<file path="src/rtl/lrfzd_pkg.sv">
// Package for the lidar region filter: shared constants, types and the
// CORDIC arctangent table. No dependencies.
`timescale 1ns / 1ps
package lrfzd_pkg;
    localparam int ZONE_SLOTS_DEF   = 8;
    localparam int CORDIC_STEPS_DEF = 16;
    localparam int ATAN_LEN         = 24;
    localparam logic [15:0] INV_GAIN_Q16 = 16'd39797;
    localparam logic [14:0] HALF_X_RESET = 15'd950;
    localparam logic [14:0] HALF_Y_RESET = 15'd1450;
    localparam int VW = 36;   // CORDIC vector width
    localparam int ZW = 33;   // residual angle width

    localparam logic [2:0] REG_POSE_X  = 3'd0;
    localparam logic [2:0] REG_POSE_Y  = 3'd1;
    localparam logic [2:0] REG_HEADING = 3'd2;
    localparam logic [2:0] REG_START   = 3'd3;
    localparam logic [2:0] REG_STEP    = 3'd4;
    localparam logic [2:0] REG_HALF_X  = 3'd5;
    localparam logic [2:0] REG_HALF_Y  = 3'd6;

    // Queue entry between front and back
    typedef struct packed {
        logic        is_zone;
        logic [15:0] range_mm;
        logic        finite;
        logic [15:0] theta;
        logic [2:0]  zone_slot;
        logic [1:0]  zone_corner;
        logic [15:0] zone_coord;
    } job_t;

    function automatic logic [31:0] atan_lut(input logic [4:0] i);
        logic [31:0] r;
        begin
            case (i)
                5'd0: r = 32'd536870912;  5'd1: r = 32'd316933406;
                5'd2: r = 32'd167458907;  5'd3: r = 32'd85004756;
                5'd4: r = 32'd42667331;   5'd5: r = 32'd21354465;
                5'd6: r = 32'd10679838;   5'd7: r = 32'd5340245;
                5'd8: r = 32'd2670163;    5'd9: r = 32'd1335087;
                5'd10: r = 32'd667544;    5'd11: r = 32'd333772;
                5'd12: r = 32'd166886;    5'd13: r = 32'd83443;
                5'd14: r = 32'd41722;     5'd15: r = 32'd20861;
                5'd16: r = 32'd10430;     5'd17: r = 32'd5215;
                5'd18: r = 32'd2608;      5'd19: r = 32'd1304;
                5'd20: r = 32'd652;       5'd21: r = 32'd326;
                5'd22: r = 32'd163;       5'd23: r = 32'd81;
                default: r = 32'd0;
            endcase
            return r;
        end
    endfunction
endpackage

</file>
<file path="src/rtl/lrfzd_front.sv">
// Front end: accepts items, keeps the beam angle, forms queue entries.
// Depends on lrfzd_pkg.
`timescale 1ns / 1ps
module lrfzd_front (
    input  logic              clk,
    input  logic              rst_n,
    input  logic              push,
    output logic              full,
    input  logic              kind,
    input  logic [15:0]       range_mm,
    input  logic              range_finite,
    input  logic              first_of_scan,
    input  logic [2:0]        zone_slot,
    input  logic [1:0]        zone_corner,
    input  logic signed [15:0] zone_coord_mm,
    input  logic [15:0]       heading,
    input  logic [15:0]       start_angle,
    input  logic [15:0]       angle_step,
    output logic              q_valid,
    output lrfzd_pkg::job_t   q_job,
    input  logic              q_take
);
    logic [15:0] beam_reg, beam_next;
    logic [15:0] beam_use;
    logic [1:0]  cnt_reg, cnt_next;
    lrfzd_pkg::job_t fifo_mem [2];
    logic rd_reg, wr_reg;
    logic acc;
    lrfzd_pkg::job_t new_job;

    assign full    = (cnt_reg == 2'd2);
    assign acc     = push && !full;
    assign q_valid = (cnt_reg != 2'd0);
    assign q_job   = fifo_mem[rd_reg];

    // Pick the angle for this sample
    always_comb
    begin
        beam_use = first_of_scan ? start_angle : beam_reg;
        beam_next = beam_reg;
        if (acc && !kind)
            beam_next = beam_use + angle_step;
        new_job.is_zone     = kind;
        new_job.range_mm    = range_mm;
        new_job.finite      = range_finite;
        new_job.theta       = beam_use + heading;
        new_job.zone_slot   = zone_slot;
        new_job.zone_corner = zone_corner;
        new_job.zone_coord  = zone_coord_mm;
        cnt_next = cnt_reg + {1'b0, acc} - {1'b0, q_take};
    end

    // Advance angle and queue pointers
    always_ff @(posedge clk or negedge rst_n)
    begin
        if (!rst_n)
        begin
            beam_reg <= '0;
            cnt_reg  <= '0;
            rd_reg   <= 1'b0;
            wr_reg   <= 1'b0;
        end
        else
        begin
            beam_reg <= beam_next;
            cnt_reg  <= cnt_next;
            if (acc)
                wr_reg <= !wr_reg;
            if (q_take)
                rd_reg <= !rd_reg;
        end
    end

    // Hold queue entries
    always_ff @(posedge clk)
    begin
        if (acc)
            fifo_mem[wr_reg] <= new_job;
    end
endmodule

</file>
<file path="src/rtl/lrfzd_back.sv">
// Back end: iterative CORDIC, pose add, box test, zone scan, result register.
// Depends on lrfzd_pkg.
`timescale 1ns / 1ps
module lrfzd_back #(
    parameter int ZONE_SLOTS   = lrfzd_pkg::ZONE_SLOTS_DEF,
    parameter int CORDIC_STEPS = lrfzd_pkg::CORDIC_STEPS_DEF
) (
    input  logic              clk,
    input  logic              rst_n,
    input  logic              q_valid,
    input  lrfzd_pkg::job_t   q_job,
    output logic              q_take,
    input  logic signed [15:0] pose_x,
    input  logic signed [15:0] pose_y,
    input  logic [14:0]       half_x,
    input  logic [14:0]       half_y,
    output logic              empty,
    input  logic              pop,
    output logic [15:0]       filtered_range_mm,
    output logic              filtered_valid,
    output logic              zone_changed,
    output logic [7:0]        zone_mask
);
    localparam int VW = lrfzd_pkg::VW;
    localparam int ZW = lrfzd_pkg::ZW;
    localparam int ZB = (ZONE_SLOTS > 1) ? $clog2(ZONE_SLOTS) : 1;
    localparam int CB = $clog2(ZONE_SLOTS + 1);
    localparam int SB = 5;

    typedef enum logic [5:0] {
        S_IDLE = 6'b000001, S_ROT  = 6'b000010, S_POSE = 6'b000100,
        S_BOX  = 6'b001000, S_SCAN = 6'b010000, S_OUT  = 6'b100000
    } state_t;

    state_t state_reg, state_next;
    logic signed [VW-1:0] x_reg, y_reg;
    logic signed [ZW-1:0] z_reg;
    logic [SB-1:0] step_reg;
    logic [1:0] quad_reg;
    logic [15:0] range_reg;
    logic signed [15:0] px_reg, py_reg;
    logic [CB-1:0] cur_reg;
    logic [ZB-1:0] zi_reg;
    logic valid_reg, chg_reg;
    logic [7:0] mask_reg;
    logic out_full_reg;
    logic signed [15:0] zb_mem [ZONE_SLOTS*4];
    logic signed [15:0] zx0, zy0, zx1, zy1;

    assign empty = !out_full_reg;
    assign q_take = (state_reg == S_IDLE) && q_valid;

    // Zone table reads (one rectangle per cycle)
    assign zx0 = zb_mem[{zi_reg, 2'd0}];
    assign zy0 = zb_mem[{zi_reg, 2'd1}];
    assign zx1 = zb_mem[{zi_reg, 2'd2}];
    assign zy1 = zb_mem[{zi_reg, 2'd3}];

    logic signed [VW-1:0] dx, dy, rx, ry;
    logic signed [VW:0] sx, sy;
    logic signed [17:0] cx, cy, ax, ay;
    logic signed [15:0] satx, saty;
    logic signed [16:0] hx_s, hy_s;
    logic hit, is_cur, in_box;
    always_comb
    begin
        dx = y_reg >>> step_reg;
        dy = x_reg >>> step_reg;
        case (quad_reg)
            2'd0: begin rx = x_reg;  ry = y_reg;  end
            2'd1: begin rx = -y_reg; ry = x_reg;  end
            2'd2: begin rx = -x_reg; ry = -y_reg; end
            default: begin rx = y_reg; ry = -x_reg; end
        endcase
        sx = ({rx[VW-1], rx} + (VW+1)'(32768)) >>> 16;
        sy = ({ry[VW-1], ry} + (VW+1)'(32768)) >>> 16;
        cx = sx[17:0];
        cy = sy[17:0];
        ax = cx + 18'(pose_x);
        ay = cy + 18'(pose_y);
        satx = (ax > 18'sd32767) ? 16'sh7FFF : (ax < -18'sd32768) ? 16'sh8000 : ax[15:0];
        saty = (ay > 18'sd32767) ? 16'sh7FFF : (ay < -18'sd32768) ? 16'sh8000 : ay[15:0];
        hx_s = $signed({2'b00, half_x});
        hy_s = $signed({2'b00, half_y});
        in_box = (17'(px_reg) >= -hx_s) && (17'(px_reg) <= hx_s)
              && (17'(py_reg) >= -hy_s) && (17'(py_reg) <= hy_s);
        hit = (px_reg >= zx0) && (px_reg < zx1) && (py_reg >= zy0) && (py_reg < zy1);
        is_cur = (CB'(zi_reg) == cur_reg);
    end

    // Sequencer
    always_comb
    begin
        state_next = state_reg;
        case (state_reg)
            S_IDLE: if (q_valid && !q_job.is_zone)
                        state_next = q_job.finite ? S_ROT : S_OUT;
            S_ROT:  if (step_reg == SB'(CORDIC_STEPS - 1)) state_next = S_POSE;
            S_POSE: state_next = S_BOX;
            S_BOX:  state_next = in_box ? S_SCAN : S_OUT;
            S_SCAN: if ((hit && !is_cur) || zi_reg == ZB'(ZONE_SLOTS - 1))
                        state_next = S_OUT;
            S_OUT:  if (!out_full_reg) state_next = S_IDLE;
            default: state_next = S_IDLE;
        endcase
    end

    always_ff @(posedge clk or negedge rst_n)
    begin
        if (!rst_n)
        begin
            state_reg    <= S_IDLE;
            cur_reg      <= CB'(ZONE_SLOTS);
            out_full_reg <= 1'b0;
        end
        else
        begin
            state_reg <= state_next;
            if (state_reg == S_SCAN && hit && !is_cur)
                cur_reg <= CB'(zi_reg);
            if (state_reg == S_OUT && !out_full_reg)
                out_full_reg <= 1'b1;
            else if (pop && out_full_reg)
                out_full_reg <= 1'b0;
        end
    end

    // Datapath
    always_ff @(posedge clk)
    begin
        case (state_reg)
            S_IDLE:
            begin
                x_reg     <= VW'(q_job.range_mm) * VW'(lrfzd_pkg::INV_GAIN_Q16);
                y_reg     <= '0;
                z_reg     <= ZW'({q_job.theta[13:0], 16'd0});
                quad_reg  <= q_job.theta[15:14];
                range_reg <= q_job.range_mm;
                step_reg  <= '0;
                zi_reg    <= '0;
                valid_reg <= 1'b0;
                chg_reg   <= 1'b0;
                mask_reg  <= '0;
            end
            S_ROT:
            begin
                if (!z_reg[ZW-1])
                begin
                    x_reg <= x_reg - dx; y_reg <= y_reg + dy;
                    z_reg <= z_reg - ZW'(lrfzd_pkg::atan_lut(step_reg));
                end
                else
                begin
                    x_reg <= x_reg + dx; y_reg <= y_reg - dy;
                    z_reg <= z_reg + ZW'(lrfzd_pkg::atan_lut(step_reg));
                end
                step_reg <= step_reg + 1'b1;
            end
            S_POSE:
            begin
                px_reg <= satx;
                py_reg <= saty;
                valid_reg <= 1'b1;
            end
            S_BOX:
                valid_reg <= in_box;
            S_SCAN:
            begin
                if (hit && !is_cur)
                begin
                    chg_reg  <= 1'b1;
                    mask_reg <= 8'(16'd1 << zi_reg);
                end
                zi_reg <= zi_reg + 1'b1;
            end
            default: ;
        endcase
        if (state_reg == S_OUT && !out_full_reg)
        begin
            filtered_range_mm <= valid_reg ? range_reg : 16'd0;
            filtered_valid    <= valid_reg;
            zone_changed      <= chg_reg;
            zone_mask         <= mask_reg;
        end
    end

    // Hold zone table; clear it at reset to empty rectangles
    always_ff @(posedge clk or negedge rst_n)
    begin
        if (!rst_n)
        begin
            for (int i = 0; i < ZONE_SLOTS*4; i++)
                zb_mem[i] <= '0;
        end
        else if (q_take && q_job.is_zone && 32'(q_job.zone_slot) < ZONE_SLOTS)
        begin
            zb_mem[{ZB'(q_job.zone_slot), q_job.zone_corner}] <= q_job.zone_coord;
        end
    end
endmodule

</file>
<file path="src/rtl/lidar_region_filter_zone_detect.sv">
// Top level of the lidar region filter with zone detection.
// Depends on lrfzd_pkg, lrfzd_front, lrfzd_back.
//
// channel | handshake        | payload
// input   | push / full      | kind range_mm range_finite first_of_scan zone_*
// result  | empty / pop      | filtered_range_mm filtered_valid zone_changed zone_mask
// config  | cfg_valid/ready  | cfg_index cfg_data
//
// A finite sample runs in the back end through the CORDIC rotation (one step a cycle),
// the pose add, the box test and, inside the box, a scan of up to ZONE_SLOTS zones
// (one zone rectangle per cycle) before its result is registered.
// Zone writes go into the table when taken; non-finite samples go straight to the result.
// Reset clears control state and the zone table; the two-entry queue lets the front
// accept while the back end stalls on a waiting result.
`timescale 1ns / 1ps
module lidar_region_filter_zone_detect #(
    parameter int ZONE_SLOTS   = lrfzd_pkg::ZONE_SLOTS_DEF,
    parameter int CORDIC_STEPS = lrfzd_pkg::CORDIC_STEPS_DEF
) (
    input  logic              clk,
    input  logic              rst_n,
    input  logic              push,
    output logic              full,
    input  logic              kind,
    input  logic [15:0]       range_mm,
    input  logic              range_finite,
    input  logic              first_of_scan,
    input  logic [2:0]        zone_slot,
    input  logic [1:0]        zone_corner,
    input  logic signed [15:0] zone_coord_mm,
    output logic              empty,
    input  logic              pop,
    output logic [15:0]       filtered_range_mm,
    output logic              filtered_valid,
    output logic              zone_changed,
    output logic [7:0]        zone_mask,
    input  logic              cfg_valid,
    output logic              cfg_ready,
    input  logic [2:0]        cfg_index,
    input  logic [15:0]       cfg_data
);
    logic signed [15:0] pose_x_reg, pose_y_reg;
    logic [15:0] heading_reg, start_reg, step_reg;
    logic [14:0] half_x_reg, half_y_reg;
    logic q_valid, q_take;
    lrfzd_pkg::job_t q_job;

    assign cfg_ready = 1'b1;

    // Hold configuration registers
    always_ff @(posedge clk or negedge rst_n)
    begin
        if (!rst_n)
        begin
            pose_x_reg  <= '0;
            pose_y_reg  <= '0;
            heading_reg <= '0;
            start_reg   <= '0;
            step_reg    <= '0;
            half_x_reg  <= lrfzd_pkg::HALF_X_RESET;
            half_y_reg  <= lrfzd_pkg::HALF_Y_RESET;
        end
        else if (cfg_valid)
        begin
            case (cfg_index)
                lrfzd_pkg::REG_POSE_X:  pose_x_reg  <= cfg_data;
                lrfzd_pkg::REG_POSE_Y:  pose_y_reg  <= cfg_data;
                lrfzd_pkg::REG_HEADING: heading_reg <= cfg_data;
                lrfzd_pkg::REG_START:   start_reg   <= cfg_data;
                lrfzd_pkg::REG_STEP:    step_reg    <= cfg_data;
                lrfzd_pkg::REG_HALF_X:  half_x_reg  <= cfg_data[14:0];
                lrfzd_pkg::REG_HALF_Y:  half_y_reg  <= cfg_data[14:0];
                default: ;
            endcase
        end
    end

    lrfzd_front u_front (
        .clk(clk), .rst_n(rst_n), .push(push), .full(full), .kind(kind),
        .range_mm(range_mm), .range_finite(range_finite),
        .first_of_scan(first_of_scan), .zone_slot(zone_slot),
        .zone_corner(zone_corner), .zone_coord_mm(zone_coord_mm),
        .heading(heading_reg), .start_angle(start_reg), .angle_step(step_reg),
        .q_valid(q_valid), .q_job(q_job), .q_take(q_take)
    );

    lrfzd_back #(.ZONE_SLOTS(ZONE_SLOTS), .CORDIC_STEPS(CORDIC_STEPS)) u_back (
        .clk(clk), .rst_n(rst_n), .q_valid(q_valid), .q_job(q_job), .q_take(q_take),
        .pose_x(pose_x_reg), .pose_y(pose_y_reg), .half_x(half_x_reg),
        .half_y(half_y_reg), .empty(empty), .pop(pop),
        .filtered_range_mm(filtered_range_mm), .filtered_valid(filtered_valid),
        .zone_changed(zone_changed), .zone_mask(zone_mask)
    );
endmodule
</file>
<file path="config.mk">
export PLATFORM = sky130hd
export DESIGN_NAME = lidar_region_filter_zone_detect
export DESIGN_NICKNAME = d
export VERILOG_FILES = /design/src/rtl/lrfzd_pkg.sv /design/src/rtl/lrfzd_front.sv /design/src/rtl/lrfzd_back.sv /design/src/rtl/lidar_region_filter_zone_detect.sv
export SDC_FILE = /design/constraint.sdc
export NUM_CORES = 2
export LEC_CHECK = 0
export BUFFER_PORTS_ARGS = -buffer_cell sky130_fd_sc_hd__buf_4
export CAP_MARGIN = 20
export CORE_MARGIN = 5
export CORE_UTILIZATION = 35
export CTS_CLUSTER_SIZE = 16
export DETAILED_ROUTE_END_ITERATION = 10
export GPL_TIMING_DRIVEN = 0
export PLACE_DENSITY = 0.56
export SLEW_MARGIN = 20
export SYNTH_ARGS = -nofsm -noshare
export SYNTH_HDL_FRONTEND = slang
export SYNTH_SLANG_ARGS = --single-unit
export TNS_END_PERCENT = 100
</file>
<file path="constraint.sdc">
create_clock -name clk -period 20.9 [get_ports clk]
set_clock_uncertainty 0.2 [all_clocks]
set_input_delay 2.09 -clock clk [delete_from_list [all_inputs] [get_ports clk]]
set_output_delay 2.09 -clock clk [all_outputs]
set_load 0.01 [all_outputs]
</file>
==> run_results.csv <==
group,metric,value,unit
status,status,"finished clean",
clock_tree,cts_max_level,3,
synthesis,synth_fp_nets,6893,
synthesis,ys_types,93,
route,first_pass_iters,8,
worst_setup_path,required,21.13,ns
worst_setup_path,crit_arrival,10.93,ns
route,postRouteAntennaNets,0,
sta,worst_pin_slew,1.202,ns
route,wl,218800,um
worst_setup_path,cp-start-kind,"flop",
global_routing,grt_max_degree,98,
floorplanning,die_area,194200,um2
final_layout,largestRegisters,"u_back.zb_mem (512), u_front.fifo_mem (110)",
synthesis,ys_ff_latch,992,
synthesis,ys.flop_type,"dfrtp_1",
sta,period_share,0.5117,
route,drc,0,
sta,max_freq,93.51,MHz
sta,finalHoldViolCount,0,
floorplanning,core-area,185000,um2
sta,timing.final.ws_setup,10.21,ns
floorplanning,initial_core_util,0.3508,
global_routing,use_met1,0.2848,
floorplanning,die_w,440.6,um
synthesis,synth_fa_ha_area_frac,0.1182,
clock_tree,cts_tree,"built",
worst_setup_path,cpMaxStageDelayCell,"buf_1",
worst_setup_path,critPathBufInv,8,
global_routing,grt_pass1_wl,326200,um
final_layout,syn_to_final_growth,12.31,%
synthesis,synth-compound-area-share,0.1356,
synthesis,synth_top_area_cell,"dfrtp_1",
worst_setup_path,critPathMaxFanout,10,
global_routing,grt_pass1_vias,50262,
placed_design,io_buffers,88,
final_layout,top_register,"u_back.zb_mem",
placed_design,place_hpwl,164500,um
flow_run,maxCapViolations,0,
synthesis,synth_common_cells,"717 x nand2_1, 638 x dfrtp_1, 637 x o21ai_0",
synthesis,seq_area_frac_synth,0.4042,
route,routed_via_density,5.591,
global_routing,grtUsageMet3,0.03624,
global_routing,gr-total-overflow,0,
sta,fin_setup_tns,0,ns
synthesis,syn_avg_cell_area,10.33,um2
route,route.vias.total,50750,
worst_setup_path,cpPeakStageDelay,0.88,ns
sta,slew_headroom,0.1984,
synthesis,synth_edf_count,309,
clock_tree,cts_resized,0,
synthesis,synth_most_common_cell,"nand2_1",
clock_tree,clock_latency,0.77,ns
min_path,hold_class,"flop to flop",
global_routing,antenna_found_initial,6,
clock_tree,cts.clk_slew.worst_paths,0.06,ns
sta,setup_viol,0,
clock_tree,cts_sinks,992,
final_layout,largest_register_ffs,512,
synthesis,syn-cell-area,64910,um2
route,dr.first_iter.drc_count,4449,
worst_setup_path,cp-end-kind,"flop",
clock_tree,post_cts.repair.setup_buffers,0,
sta,rsz0062_at_grt,"no",
synthesis,synth_xor_area_frac,0.04844,
worst_setup_path,path_cells,"clkbuf_1, clkbuf_1, clkbuf_1, clkbuf_1, buf_1, mux2i_1, inv_1, fa_1, fa_1, ha_1, ha_1, inv_1, fa_1, fa_1, inv_1, ha_1, a2111oi_0, o31a_1, o31a_1, o21ai_0, a31oi_1, o21ai_0, xnor2_1, a21oi_1",
clock_tree,numCtsBuffers,105,
synthesis,synth-warning-count,0,
floorplanning,die_height,440.6,um
floorplanning,pin_count,93,
route,wl_per_cell,24.11,um
synthesis,synth_top_family_by_area,"multiplexers",
floorplanning,row_count,158,
sta,slew_violations,0,
final_layout,drive_gt1_frac,0.1231,
clock_tree,clock_path_buffers,3,
global_routing,grt_usage,0.2226,
clock_tree,cts_root_buffer,"clkbuf_16",
synthesis,postSynthCellCount,6282,
placed_design,gp_congestion,0.9558,
worst_setup_path,cp_top_family,"buffers and inverters",
placed_design,dp_slack,10.30,ns
synthesis,async_reset_ff_frac,0.6583,
final_layout,nets,7109,
synthesis,synth_area_leaders,"dfrtp_1 25%, edfxtp_1 14%, ha_1 8.4%",
sta,period_needed,10.69,ns
synthesis,synth_simple_gate_area_frac,0.1153,
synthesis,synth.top_cell.area_share,0.2460,
worst_setup_path,crit_type,"flop to flop",
synthesis,synth_mux_area_frac,0.1400,
global_routing,grt.busiest_layer,"met2",
clock_tree,holdBufCountCts,0,
global_routing,grt_use_met2,0.3667,
per-stage QoR:
step	cells	area [um2]	util	hold WS [ns]
2_1_floorplan	6282	64910	-	0.2003
3_3_place_gp	8850	68670	0.3711	0.2056
3_5_place_dp	8868	69140	0.3736	0.2052
4_1_cts	9063	72830	0.3936	0.2180
5_1_grt	9071	72880	0.3939	0.2242
6_report	9077	72900	0.3940	0.2167
cells in the final DEF (no fill, tap or decap), drive strengths merged, types with 15 or more instances in the layout:
cell and n:
o21bai 30, o211ai 29, buf 198, dfrtp 638
and2 49, nand4 31, edfxtp 309, or4 16
and3 38, mux2 182, nand3 70, inv 289
clkinv 28, nor2b 42, a21o 128, o21a 48
nand2 717, nor4 37, a31oi 60, nand2b 54
xor2 148, or3 27, nor3 70, mux2i 181
xnor2 211, mux4 232, clkbuf 418, or2 19
a211oi 27, nor2 438, o41ai 20, ha 437
o21ai 638, dfxtp 30, fa 110, o31ai 20
dfstp 15, a21oi 351
per-layer routing:
| metal | routed length, um | vias up | share of wire |
|---|---|---|---|
| li1 | - | 23112 | - |
| met1 | 89120 | 25353 | 0.41 |
| met2 | 102100 | 1826 | 0.47 |
| met3 | 14310 | 457 | 0.065 |
| met4 | 13230 | 2 | 0.060 |
| met5 | 18 | - | 0.000082 |
kinds of logic after synthesis:
kind of cell	after synthesis
buffers and inverters	645
flip-flops	992
other	1
XOR/XNOR	359
multiplexers	595
AO/OA/AOI/OAI	1486
AND/OR/NAND/NOR	1657
adder cells (fa/ha/maj)	547
path summary, 6_finish.rpt:
| kind | slack (ns) | depth (start not counted) | end | from |
|---|---|---|---|---|
| worst max-delay path | 10.21 | 24 | u_back.x_reg[28] | u_front.rd_reg |
| worst min register to register | 0.22 | 0 | u_back.zone_mask[6] | u_back.mask_reg[6] |
| worst max register to register | 10.21 | 24 | u_back.x_reg[28] | u_front.rd_reg |
| worst min-delay path | 0.22 | 0 | u_back.zone_mask[6] | u_back.mask_reg[6] |
| min in group asynchronous | 1.08 | 1 | u_back.zb_mem[117] | rst_n |
| max in group asynchronous | 17.62 | 4 | u_back.out_full_reg | rst_n |
worst reg2reg max path, cell delays in order, from the launching register on:
cell and delay, ns:
dfrtp_1 0.36, clkbuf_1 0.24, clkbuf_1 0.58, clkbuf_1 0.54, clkbuf_1 0.83, buf_1 0.89, mux2i_1 0.72, inv_1 0.45
fa_1 0.65, fa_1 0.42, ha_1 0.30, ha_1 0.28, inv_1 0.05, fa_1 0.50, fa_1 0.54, inv_1 0.04
ha_1 0.32, a2111oi_0 0.69, o31a_1 0.34, o31a_1 0.30, o21ai_0 0.22, a31oi_1 0.31, o21ai_0 0.22, xnor2_1 0.28
a21oi_1 0.11
final cells by class:
cell class | count | area (um2)
multi-input cells | 4645 | 36230
clock inverters | 53 | 691.9
repair buffers | 109 | 1100
inverters | 280 | 1056
fillers | 18252 | 112100
clock buffers | 142 | 2999
well taps | 2480 | 3103
diodes | 11 | 27.53
plain buffers | 365 | 1448
flip-flops and latches | 992 | 26240
Power is left out: the tool's default activity adds up to more than one toggle a clock period on the data nets, which glitch-free logic cannot reach.
